===== src/rtl/vp8lf_pkg.sv =====
`default_nettype none

package vp8lf_pkg;

    // Operation codes carried on s_tuser
    localparam logic [1:0] OP_SIMPLE = 2'd0;
    localparam logic [1:0] OP_MB     = 2'd1;
    localparam logic [1:0] OP_SUB    = 2'd2;

    // Filter weights for the macroblock-edge six-tap filter
    localparam int W27   = 27;
    localparam int W18   = 18;
    localparam int W9    = 9;
    localparam int ROUND = 63;

    function automatic logic [7:0] abs_diff(input logic [7:0] a, input logic [7:0] b);
        logic signed [8:0] d;
        d = $signed({1'b0, a}) - $signed({1'b0, b});
        return d[8] ? 8'(-d) : d[7:0];
    endfunction

    function automatic logic signed [7:0] clamp_s8(input logic signed [10:0] v);
        if (v < -11'sd128) begin
            return -8'sd128;
        end else if (v > 11'sd127) begin
            return 8'sd127;
        end
        return v[7:0];
    endfunction

    function automatic logic [7:0] clip_pix(input logic signed [9:0] v);
        if (v < 10'sd0) begin
            return 8'd0;
        end else if (v > 10'sd255) begin
            return 8'd255;
        end
        return v[7:0];
    endfunction

    typedef struct packed {
        logic [7:0] p2;
        logic [7:0] p1;
        logic [7:0] p0;
        logic [7:0] q0;
        logic [7:0] q1;
        logic [7:0] q2;
    } pix_t;

endpackage

`default_nettype wire


===== src/rtl/vp8_edge_loop_filter_top.sv =====
`default_nettype none
// VP8 edge loop filter, one pixel line per item.
// Input stream (s_*): one item is a line p3..q3 across a block edge plus the
// limits; s_tuser selects the mode (simple, macroblock edge, subblock edge).
// Output stream (m_*): the six pixels p2..q2 after filtering on m_tdata and
// a was-filtered flag on m_tuser. Untouched pixels pass through unchanged.
// Pipeline: four register stages from input acceptance to m_tvalid:
// difference/abs, threshold tests and filter value, tap weights and
// adjustments, then add-and-clamp into the output register.
// Throughput: one item per cycle unless stalled; the pipe holds up to four items.
// Stall: all stages advance together only while the output register is empty
// or being taken. When m_tready is low with a result waiting, the whole
// pipeline holds and s_tready drops, so no item is lost or repeated.
// Reset: aresetn (synchronous, active low) clears all stage valid bits; the
// block accepts items in the first cycle after reset is released.
module vp8_edge_loop_filter_top (
    input  wire         aclk,
    input  wire         aresetn,
    // s_tdata fields, low to high: pix_p3, pix_p2, pix_p1, pix_p0, pix_q0,
    // pix_q1, pix_q2, pix_q3, e_lim[7:0], i_lim[5:0], hev_thr[1:0]
    input  wire  [79:0] s_tdata,
    // s_tuser fields: operation[1:0]
    input  wire  [1:0]  s_tuser,
    input  wire         s_tvalid,
    output logic        s_tready,
    // m_tdata fields, low to high: out_p2, out_p1, out_p0, out_q0, out_q1, out_q2
    output logic [47:0] m_tdata,
    // m_tuser fields: was_filtered
    output logic        m_tuser,
    output logic        m_tvalid,
    input  wire         m_tready
);
    import vp8lf_pkg::*;

    logic adv;

    // ---------------- input unpack ----------------
    logic [7:0] in_p3, in_p2, in_p1, in_p0, in_q0, in_q1, in_q2, in_q3;
    logic [7:0] in_e;
    logic [5:0] in_i;
    logic [1:0] in_thr;

    assign in_p3  = s_tdata[7:0];
    assign in_p2  = s_tdata[15:8];
    assign in_p1  = s_tdata[23:16];
    assign in_p0  = s_tdata[31:24];
    assign in_q0  = s_tdata[39:32];
    assign in_q1  = s_tdata[47:40];
    assign in_q2  = s_tdata[55:48];
    assign in_q3  = s_tdata[63:56];
    assign in_e   = s_tdata[71:64];
    assign in_i   = s_tdata[77:72];
    assign in_thr = s_tdata[79:78];

    // whole pipe moves when the output slot is free or draining
    assign adv      = !m_tvalid || m_tready;
    assign s_tready = adv;

    // ---------------- stage 1: differences ----------------
    logic              v1_reg;
    pix_t              px1_reg;
    logic [1:0]        op1_reg;
    logic [7:0]        e1_reg;
    logic [5:0]        i1_reg;
    logic [1:0]        thr1_reg;
    logic [7:0]        d_p0q0_reg, d_p1q1_reg;
    logic [7:0]        d_p3p2_reg, d_p2p1_reg, d_p1p0_reg;
    logic [7:0]        d_q3q2_reg, d_q2q1_reg, d_q1q0_reg;
    logic signed [8:0] dq0p0_reg;   // q0 - p0
    logic signed [7:0] c_reg;       // clamp_s8(p1 - q1)

    logic signed [8:0] dq0p0_next;
    logic signed [8:0] dp1q1_next;

    assign dq0p0_next = $signed({1'b0, in_q0}) - $signed({1'b0, in_p0});
    assign dp1q1_next = $signed({1'b0, in_p1}) - $signed({1'b0, in_q1});

    always_ff @(posedge aclk) begin
        if (!aresetn) begin
            v1_reg <= 1'b0;
        end else if (adv) begin
            v1_reg <= s_tvalid;
        end
        if (adv) begin
            px1_reg    <= '{p2: in_p2, p1: in_p1, p0: in_p0, q0: in_q0, q1: in_q1, q2: in_q2};
            op1_reg    <= s_tuser;
            e1_reg     <= in_e;
            i1_reg     <= in_i;
            thr1_reg   <= in_thr;
            d_p0q0_reg <= abs_diff(in_p0, in_q0);
            d_p1q1_reg <= abs_diff(in_p1, in_q1);
            d_p3p2_reg <= abs_diff(in_p3, in_p2);
            d_p2p1_reg <= abs_diff(in_p2, in_p1);
            d_p1p0_reg <= abs_diff(in_p1, in_p0);
            d_q3q2_reg <= abs_diff(in_q3, in_q2);
            d_q2q1_reg <= abs_diff(in_q2, in_q1);
            d_q1q0_reg <= abs_diff(in_q1, in_q0);
            dq0p0_reg  <= dq0p0_next;
            c_reg      <= clamp_s8(11'(dp1q1_next));
        end
    end

    // ---------------- stage 2: thresholds, filter value ----------------
    logic              v2_reg;
    pix_t              px2_reg;
    logic              pass2_reg;
    logic              wide2_reg;   // 27/18/9 filter
    logic              outer2_reg;  // common filter uses outer taps
    logic signed [7:0] w2_reg;

    logic [9:0]         edge_sum;
    logic [9:0]         edge_lim;
    logic               edge_ok;
    logic               inner_ok;
    logic               hev;
    logic               is_simple, is_normal;
    logic               pass_next, wide_next, outer_next;
    logic signed [10:0] base3;
    logic signed [10:0] w_sum;

    always_comb begin
        is_simple = (op1_reg == OP_SIMPLE);
        is_normal = (op1_reg == OP_MB) || (op1_reg == OP_SUB);
        edge_sum  = {1'b0, d_p0q0_reg, 1'b0} + 10'(d_p1q1_reg >> 1);
        edge_lim  = is_simple ? 10'(e1_reg) : ({1'b0, e1_reg, 1'b0} + 10'(i1_reg));
        edge_ok   = (edge_sum <= edge_lim);
        inner_ok  = (d_p3p2_reg <= 8'(i1_reg)) && (d_p2p1_reg <= 8'(i1_reg))
                 && (d_p1p0_reg <= 8'(i1_reg)) && (d_q3q2_reg <= 8'(i1_reg))
                 && (d_q2q1_reg <= 8'(i1_reg)) && (d_q1q0_reg <= 8'(i1_reg));
        hev       = (d_p1p0_reg > 8'(thr1_reg)) || (d_q1q0_reg > 8'(thr1_reg));
        pass_next = is_simple ? edge_ok : (is_normal && edge_ok && inner_ok);
        wide_next = (op1_reg == OP_MB) && !hev;
        outer_next = (op1_reg == OP_SUB) ? hev : 1'b1;
        base3     = 11'(dq0p0_reg) + 11'(dq0p0_reg) + 11'(dq0p0_reg);
        w_sum     = outer_next ? (base3 + 11'(c_reg)) : base3;
    end

    always_ff @(posedge aclk) begin
        if (!aresetn) begin
            v2_reg <= 1'b0;
        end else if (adv) begin
            v2_reg <= v1_reg;
        end
        if (adv) begin
            px2_reg    <= px1_reg;
            pass2_reg  <= pass_next;
            wide2_reg  <= wide_next;
            outer2_reg <= outer_next;
            w2_reg     <= clamp_s8(w_sum);
        end
    end

    // ---------------- stage 3: tap weights, adjustments ----------------
    logic              v3_reg;
    pix_t              px3_reg;
    logic              pass3_reg;
    logic signed [8:0] adj_p2_reg, adj_p1_reg, adj_p0_reg;
    logic signed [8:0] adj_q0_reg, adj_q1_reg, adj_q2_reg;

    logic signed [13:0] t27, t18, t9;
    logic signed [13:0] s27, s18, s9;
    logic signed [7:0]  a4, a3;
    logic signed [4:0]  f1, f2;
    logic signed [5:0]  h_sum;
    logic signed [4:0]  h;
    logic signed [8:0]  ap2, ap1, ap0, aq0, aq1, aq2;

    always_comb begin
        t27 = 14'(W27 + 0) * 14'(w2_reg) + 14'(ROUND);
        t18 = 14'(W18 + 0) * 14'(w2_reg) + 14'(ROUND);
        t9  = 14'(W9 + 0)  * 14'(w2_reg) + 14'(ROUND);
        s27 = t27 >>> 7;
        s18 = t18 >>> 7;
        s9  = t9 >>> 7;
        a4  = clamp_s8(11'(w2_reg) + 11'sd4);
        a3  = clamp_s8(11'(w2_reg) + 11'sd3);
        f1  = 5'(a4 >>> 3);
        f2  = 5'(a3 >>> 3);
        h_sum = 6'(f1) + 6'sd1;
        h     = 5'(h_sum >>> 1);
        ap2 = '0; ap1 = '0; ap0 = '0; aq0 = '0; aq1 = '0; aq2 = '0;
        if (pass2_reg && wide2_reg) begin
            ap0 = 9'(s27);
            aq0 = -9'(s27);
            ap1 = 9'(s18);
            aq1 = -9'(s18);
            ap2 = 9'(s9);
            aq2 = -9'(s9);
        end else if (pass2_reg) begin
            ap0 = 9'(f2);
            aq0 = -9'(f1);
            if (!outer2_reg) begin
                ap1 = 9'(h);
                aq1 = -9'(h);
            end
        end
    end

    always_ff @(posedge aclk) begin
        if (!aresetn) begin
            v3_reg <= 1'b0;
        end else if (adv) begin
            v3_reg <= v2_reg;
        end
        if (adv) begin
            px3_reg    <= px2_reg;
            pass3_reg  <= pass2_reg;
            adj_p2_reg <= ap2;
            adj_p1_reg <= ap1;
            adj_p0_reg <= ap0;
            adj_q0_reg <= aq0;
            adj_q1_reg <= aq1;
            adj_q2_reg <= aq2;
        end
    end

    // ---------------- stage 4: apply and clamp into output register ----------
    logic        m_tvalid_reg;
    pix_t        out_reg;
    logic        filt_reg;
    pix_t        out_next;

    always_comb begin
        out_next.p2 = clip_pix($signed({2'b00, px3_reg.p2}) + 10'(adj_p2_reg));
        out_next.p1 = clip_pix($signed({2'b00, px3_reg.p1}) + 10'(adj_p1_reg));
        out_next.p0 = clip_pix($signed({2'b00, px3_reg.p0}) + 10'(adj_p0_reg));
        out_next.q0 = clip_pix($signed({2'b00, px3_reg.q0}) + 10'(adj_q0_reg));
        out_next.q1 = clip_pix($signed({2'b00, px3_reg.q1}) + 10'(adj_q1_reg));
        out_next.q2 = clip_pix($signed({2'b00, px3_reg.q2}) + 10'(adj_q2_reg));
    end

    always_ff @(posedge aclk) begin
        if (!aresetn) begin
            m_tvalid_reg <= 1'b0;
        end else if (adv) begin
            m_tvalid_reg <= v3_reg;
        end
        if (adv) begin
            out_reg  <= out_next;
            filt_reg <= pass3_reg;
        end
    end

    assign m_tvalid = m_tvalid_reg;
    assign m_tuser  = filt_reg;
    assign m_tdata  = {out_reg.q2, out_reg.q1, out_reg.q0,
                       out_reg.p0, out_reg.p1, out_reg.p2};

endmodule

`default_nettype wire

===== config.mk =====
export PLATFORM = sky130hd
export DESIGN_NAME = vp8_edge_loop_filter_top
export DESIGN_NICKNAME = d
export VERILOG_FILES = /design/src/rtl/vp8lf_pkg.sv /design/src/rtl/vp8_edge_loop_filter_top.sv
export SDC_FILE = /design/constraint.sdc
export NUM_CORES = 1
export LEC_CHECK = 0
export ABC_AREA = 1
export BUFFER_PORTS_ARGS = -buffer_cell sky130_fd_sc_hd__buf_2
export CORE_AREA = 2 2 228 230
export CTS_CLUSTER_DIAMETER = 80
export DETAILED_ROUTE_END_ITERATION = 10
export DIE_AREA = 0 0 230 232
export PLACE_DENSITY = 0.61
export SKIP_CTS_REPAIR_TIMING = 1
export SLEW_MARGIN = 20
export SYNTH_ARGS = -nofsm -noshare
export SYNTH_HDL_FRONTEND = slang
export SYNTH_SLANG_ARGS = --single-unit

===== constraint.sdc =====
create_clock -name aclk -period 9.9 [get_ports aclk]
set_clock_uncertainty 0.2 [all_clocks]
set_input_delay 0.99 -clock aclk [delete_from_list [all_inputs] [get_ports aclk]]
set_output_delay 0.99 -clock aclk [all_outputs]
set_load 0.02 [all_outputs]

# Word level (Yosys, flattened, before mapping)
# Index checks and enable logic that the tools add are counted.
dict set report op_classes {
  reduce_logical 15
  multipliers 3
  add_sub_neg 39
  eq_ne 2
  mux 74
  n_lt_le_gt_ge 29
}
# cell count
set ops {}
lappend ops {{$mux W8} 38}
lappend ops {{$mux W9} 10}
lappend ops {{$sub A8 B8 Y9} 9}
lappend ops {{$neg A8 Y8} 8}
lappend ops {{$add A9 B9 Y10} 6}
lappend ops {{$gt A10 B9 Y1 const B} 6}
lappend ops {{$lt A10 B1 Y1 const B} 6}
lappend ops {{$le A8 B6 Y1} 6}
lappend ops {{$add A14 B7 Y14 const B} 2}
lappend ops {{$gt A9 B8 Y1 const B} 3}
lappend ops {{$lt A9 B8 Y1 const B} 3}
lappend ops {{$neg A7 Y9} 3}
lappend ops {{$mul A5 B8 Y13 const A} 2}
lappend ops {{$mux W1} 24}
lappend ops {{$add A9 B7 Y10} 2}
lappend ops {{$neg A5 Y9} 2}
lappend ops {{$gt A8 B2 Y1} 2}
lappend ops {{$add A13 B7 Y14 const B} 1}
lappend ops {{$mul A6 B8 Y14 const A} 1}
lappend ops {{$add A10 B9 Y11} 1}
lappend ops {{$add A11 B8 Y11} 1}
lappend ops {{$gt A11 B8 Y1 const B} 1}
lappend ops {{$lt A11 B8 Y1 const B} 1}
lappend ops {{$mux W11} 1}
lappend ops {{other kinds (12)} 23}
dict set report totals {
  word_cells 216
  output_inout_bits 51
  input_bits 86
  ff_bits 360
}

# Logic depth before layout (Yosys ltp)
dict set report depth {
  word_depth 10
  depth_mapped 21
  depth_no_buf 21
}

# Worst setup path before layout
# No wires, ideal clock.
dict set report synth_timing {
  path_kind {input-to-output}
  start {in m_tready}
  end {out s_tready}
  required_ns 8.710
  arrival_time_ns 7.937
  n_path_buf 0
  path_stages 2
  path_slack_ns 0.773
  cell_sequence {nor2_1 inv_1}
}
dict set report synth_via {
  elab_chain_cells 1
}
# element line_no
set synth_rtl {}
lappend synth_rtl {{start, declared} vp8_edge_loop_filter_top.sv:31} ;# input wire m_tready
lappend synth_rtl {{$logic_or A1 B1 Y1} vp8_edge_loop_filter_top.sv:56} ;# assign adv = !m_tvalid || m_tready;
lappend synth_rtl {{end, declared} vp8_edge_loop_filter_top.sv:25} ;# output logic s_tready,
# Every way passes these cells.

# Worst setup path after layout
dict set report layout_timing {
  start {reg w2_reg[2]}
  end {reg adj_q0_reg[4] (data pin)}
}
dict set report layout_via {
  elab_chain_cells 8
  elab_cells_between_ends 13
  classes_between {4 x add/sub; 1 x mul; 2 x order compare; 6 x mux}
}
# element line_no
set layout_rtl {}
lappend layout_rtl {{start, declared} vp8_edge_loop_filter_top.sv:109} ;# logic signed [7:0] w2_reg;
lappend layout_rtl {{start signal, assigned} vp8_edge_loop_filter_top.sv:149} ;# w2_reg <= clamp_s8(w_sum);
lappend layout_rtl {{parallel branches: the longest is 7 deep, another holds $mul A6 B8 Y14} n/a}
lappend layout_rtl {{$mux W9 *} vp8_edge_loop_filter_top.sv:182} ;# if (pass2_reg && wide2_reg) begin
lappend layout_rtl {{net aq0[4]} vp8_edge_loop_filter_top.sv:166} ;# logic signed [8:0] ap2, ap1, ap0, aq0, aq1, aq2;
lappend layout_rtl {{end signal, assigned} vp8_edge_loop_filter_top.sv:211} ;# adj_q0_reg <= aq0;
lappend layout_rtl {{end, declared} vp8_edge_loop_filter_top.sv:158} ;# logic signed [8:0] adj_q0_reg, adj_q1_reg, adj_q2_reg;
# Mark *: on every way through the listed nets, which the timed path passes.
# A chain may end at the register's enable or synchronous reset.

==> flow_metrics.py <==
metrics = {
    "routing": {
        "postRouteWirelength_um": 51700,
        "viasPerCell": 5.11,
        "vias": 16984,
        "drtIter0Drc": 878,
        "drc": 0,
        "wl_per_cell_um": 15.6,
        "dr.pass1.iters": 6,
        "antenna_left": 0,
    },
    "clocking": {
        "clkTransAtPathRegs_ns": 0.06,
        "cts_tree": "built",
        "cts_num_sinks": 352,
        "numCtsBuffers": 40,
        "clk_latency_ns": 0.57,
        "cts-root-buf": "clkbuf_16",
        "h-tree-depth": 2,
        "cts_buffer_depth": 3,
    },
    "sta": {
        "finalHoldViolCount": 0,
        "fmax_mhz": 191,
        "worst_pin_slew_ns": 0.976,
        "fin_crit_ns": 5.23,
        "setup_viol": 0,
        "fin_tns_setup_ns": 0,
        "grt_setup_unrepaired": "false",
        "finalCritPeriodShare": 0.528,
        "timing.slew.headroom": 0.349,
        "finalMaxSlewViolations": 0,
    },
    "final_layout": {
        "fin_nets": 3031,
        "synthToLayoutAreaGrowth_pct": 12.3,
        "diodes": 0,
        "drive_gt1_frac": 0.0946,
        "final_area_sq_mm": 0.0265,
    },
    "synth": {
        "synth_flop_cell": "edfxtp_1",
        "syn_area_per_cell_sq_um": 9.69,
        "synth_top_area_frac": 0.442,
        "yosysSeqAreaShare": 0.446,
        "async_flop_share": 0,
        "ys_seq_elements": 352,
        "synth-edff-count": 348,
        "syn_nets": 2858,
        "synthTopCellsByArea": "edfxtp_1, ha_1, nand2_1",
        "ys_top_cells_by_count": "nand2_1, inv_1, edfxtp_1",
        "synth.largest_area_cell": "edfxtp_1",
        "syn-instance-count": 2439,
        "synth_most_common_cell": "nand2_1",
        "ys_warn_count": 0,
        "synth.cell_area_sq_mm": 0.0236,
        "ys_types": 55,
    },
    "place": {
        "finalWeightedCongestion": 0.904,
        "placed_cell_area_sq_mm": 0.0252,
        "port_buffers": 136,
        "dpl.hpwl_um": 40600,
    },
    "critical_path": {
        "worstPathRequired_ns": 10.01,
        "crit_path_max_fanout": 16,
        "start_kind": "register",
        "critPathBufInv": 2,
        "cp_top_family": "adder cells",
        "cp_slowest_cell": "edfxtp_1",
        "crit_arrival_ns": 5.34,
        "crit_chain": "inv_1 > ha_1 > fa_1 > inv_1 > fa_1 > ha_1 > ha_1 > nand2_1 > nand2_1 > nor2_1 > o21ai_0 > xor2_1 > ha_1 > nand2_1 > nor2_1 > nand2_1 > nand3_1 > o21ai_0",
        "r2r_slack_ns": 4.67,
        "critPathCaptureType": "register",
        "cpPeakStageDelay_ns": 0.75,
        "crit_type": "register to register",
    },
    "die": {
        "coreArea_sq_mm": 0.0509,
        "rows": 83,
        "die_w_um": 230,
        "die_h_um": 232,
        "die_area_sq_mm": 0.0534,
        "io_pins": 137,
        "start_util": 0.464,
    },
    "grt": {
        "grt_max_degree": 91,
        "grt_pass1_wl_um": 83300,
        "grtUsageTotal": 0.196,
        "grt.overflow.total": 0,
        "grt_pass1_vias": 16464,
        "antenna_found_initial": 0,
    },
    "status": {
        "status": "finished, final reports clean",
    },
    "min_path": {
        "hold_class": "register to register",
    },
    "job": {
        "cap_violations": 0,
    },
}
## kinds of logic after synthesis
| family | count (synthesis) | share of synthesized area |
|---|---|---|
| XOR/XNOR | 176 | 0.0652 |
| multiplexers | 2 | 0.000847 |
| flip-flops | 352 | 0.446 |
| buffers and inverters | 417 | 0.0669 |
| AO/OA/AOI/OAI | 365 | 0.0867 |
| AND/OR/NAND/NOR | 794 | 0.146 |
| adder cells (fa/ha/maj) | 333 | 0.189 |
## area by class of cell
class | count | area, sq um
multi-input combinational | 1670 | 11500
sequential | 352 | 10500
inverter | 407 | 1540
clock inverter | 29 | 338
clock buffer | 45 | 1030
fill | 4631 | 24400
timing repair buffer | 141 | 718
tap | 680 | 851
## layout by cell type (no fill, tap or decap), drive strengths merged, types with 40 or more instances in the layout
master,Yosys,layout
a21oi,177,177
buf,4,141
clkbuf,6,45
edfxtp,348,348
fa,40,40
ha,293,293
inv,405,406
nand2,455,455
nand3,118,118
nor2,126,126
o21ai,111,111
xnor2,41,41
xor2,135,135
## stage by stage
step	std cells	setup slack [ns]	util	hold WS, ns
global route	3324	4.24	0.521	0.210
finish	3324	4.67	0.521	0.211
CTS	3324	4.69	0.521	0.207
global placement	3250	4.81	0.495	0.201
detailed placement	3250	4.70	0.495	0.205
floorplan	2439	0.773	-	0.200
## per-layer routing
metal	track usage	up-vias	routed length, um
met5	0	-	0
met1	0.261	7925	23600
li1	-	8630	-
met3	0.0264	79	2250
met4	0.0593	0	1270
met2	0.333	350	24600
## final timing paths
kind,start,cells past startpoint,end
max,w2_reg[2]$_DFFE_PP_,18,adj_q0_reg[4]$_DFFE_PP_
min,px1_reg[0]$_DFFE_PP_,0,px2_reg[0]$_DFFE_PP_
max reg2reg,w2_reg[2]$_DFFE_PP_,18,adj_q0_reg[4]$_DFFE_PP_
min reg2reg,px1_reg[0]$_DFFE_PP_,0,px2_reg[0]$_DFFE_PP_
Power is not shown: default switching activity piles up to over one toggle a cycle in this logic, so the estimate is an artifact.
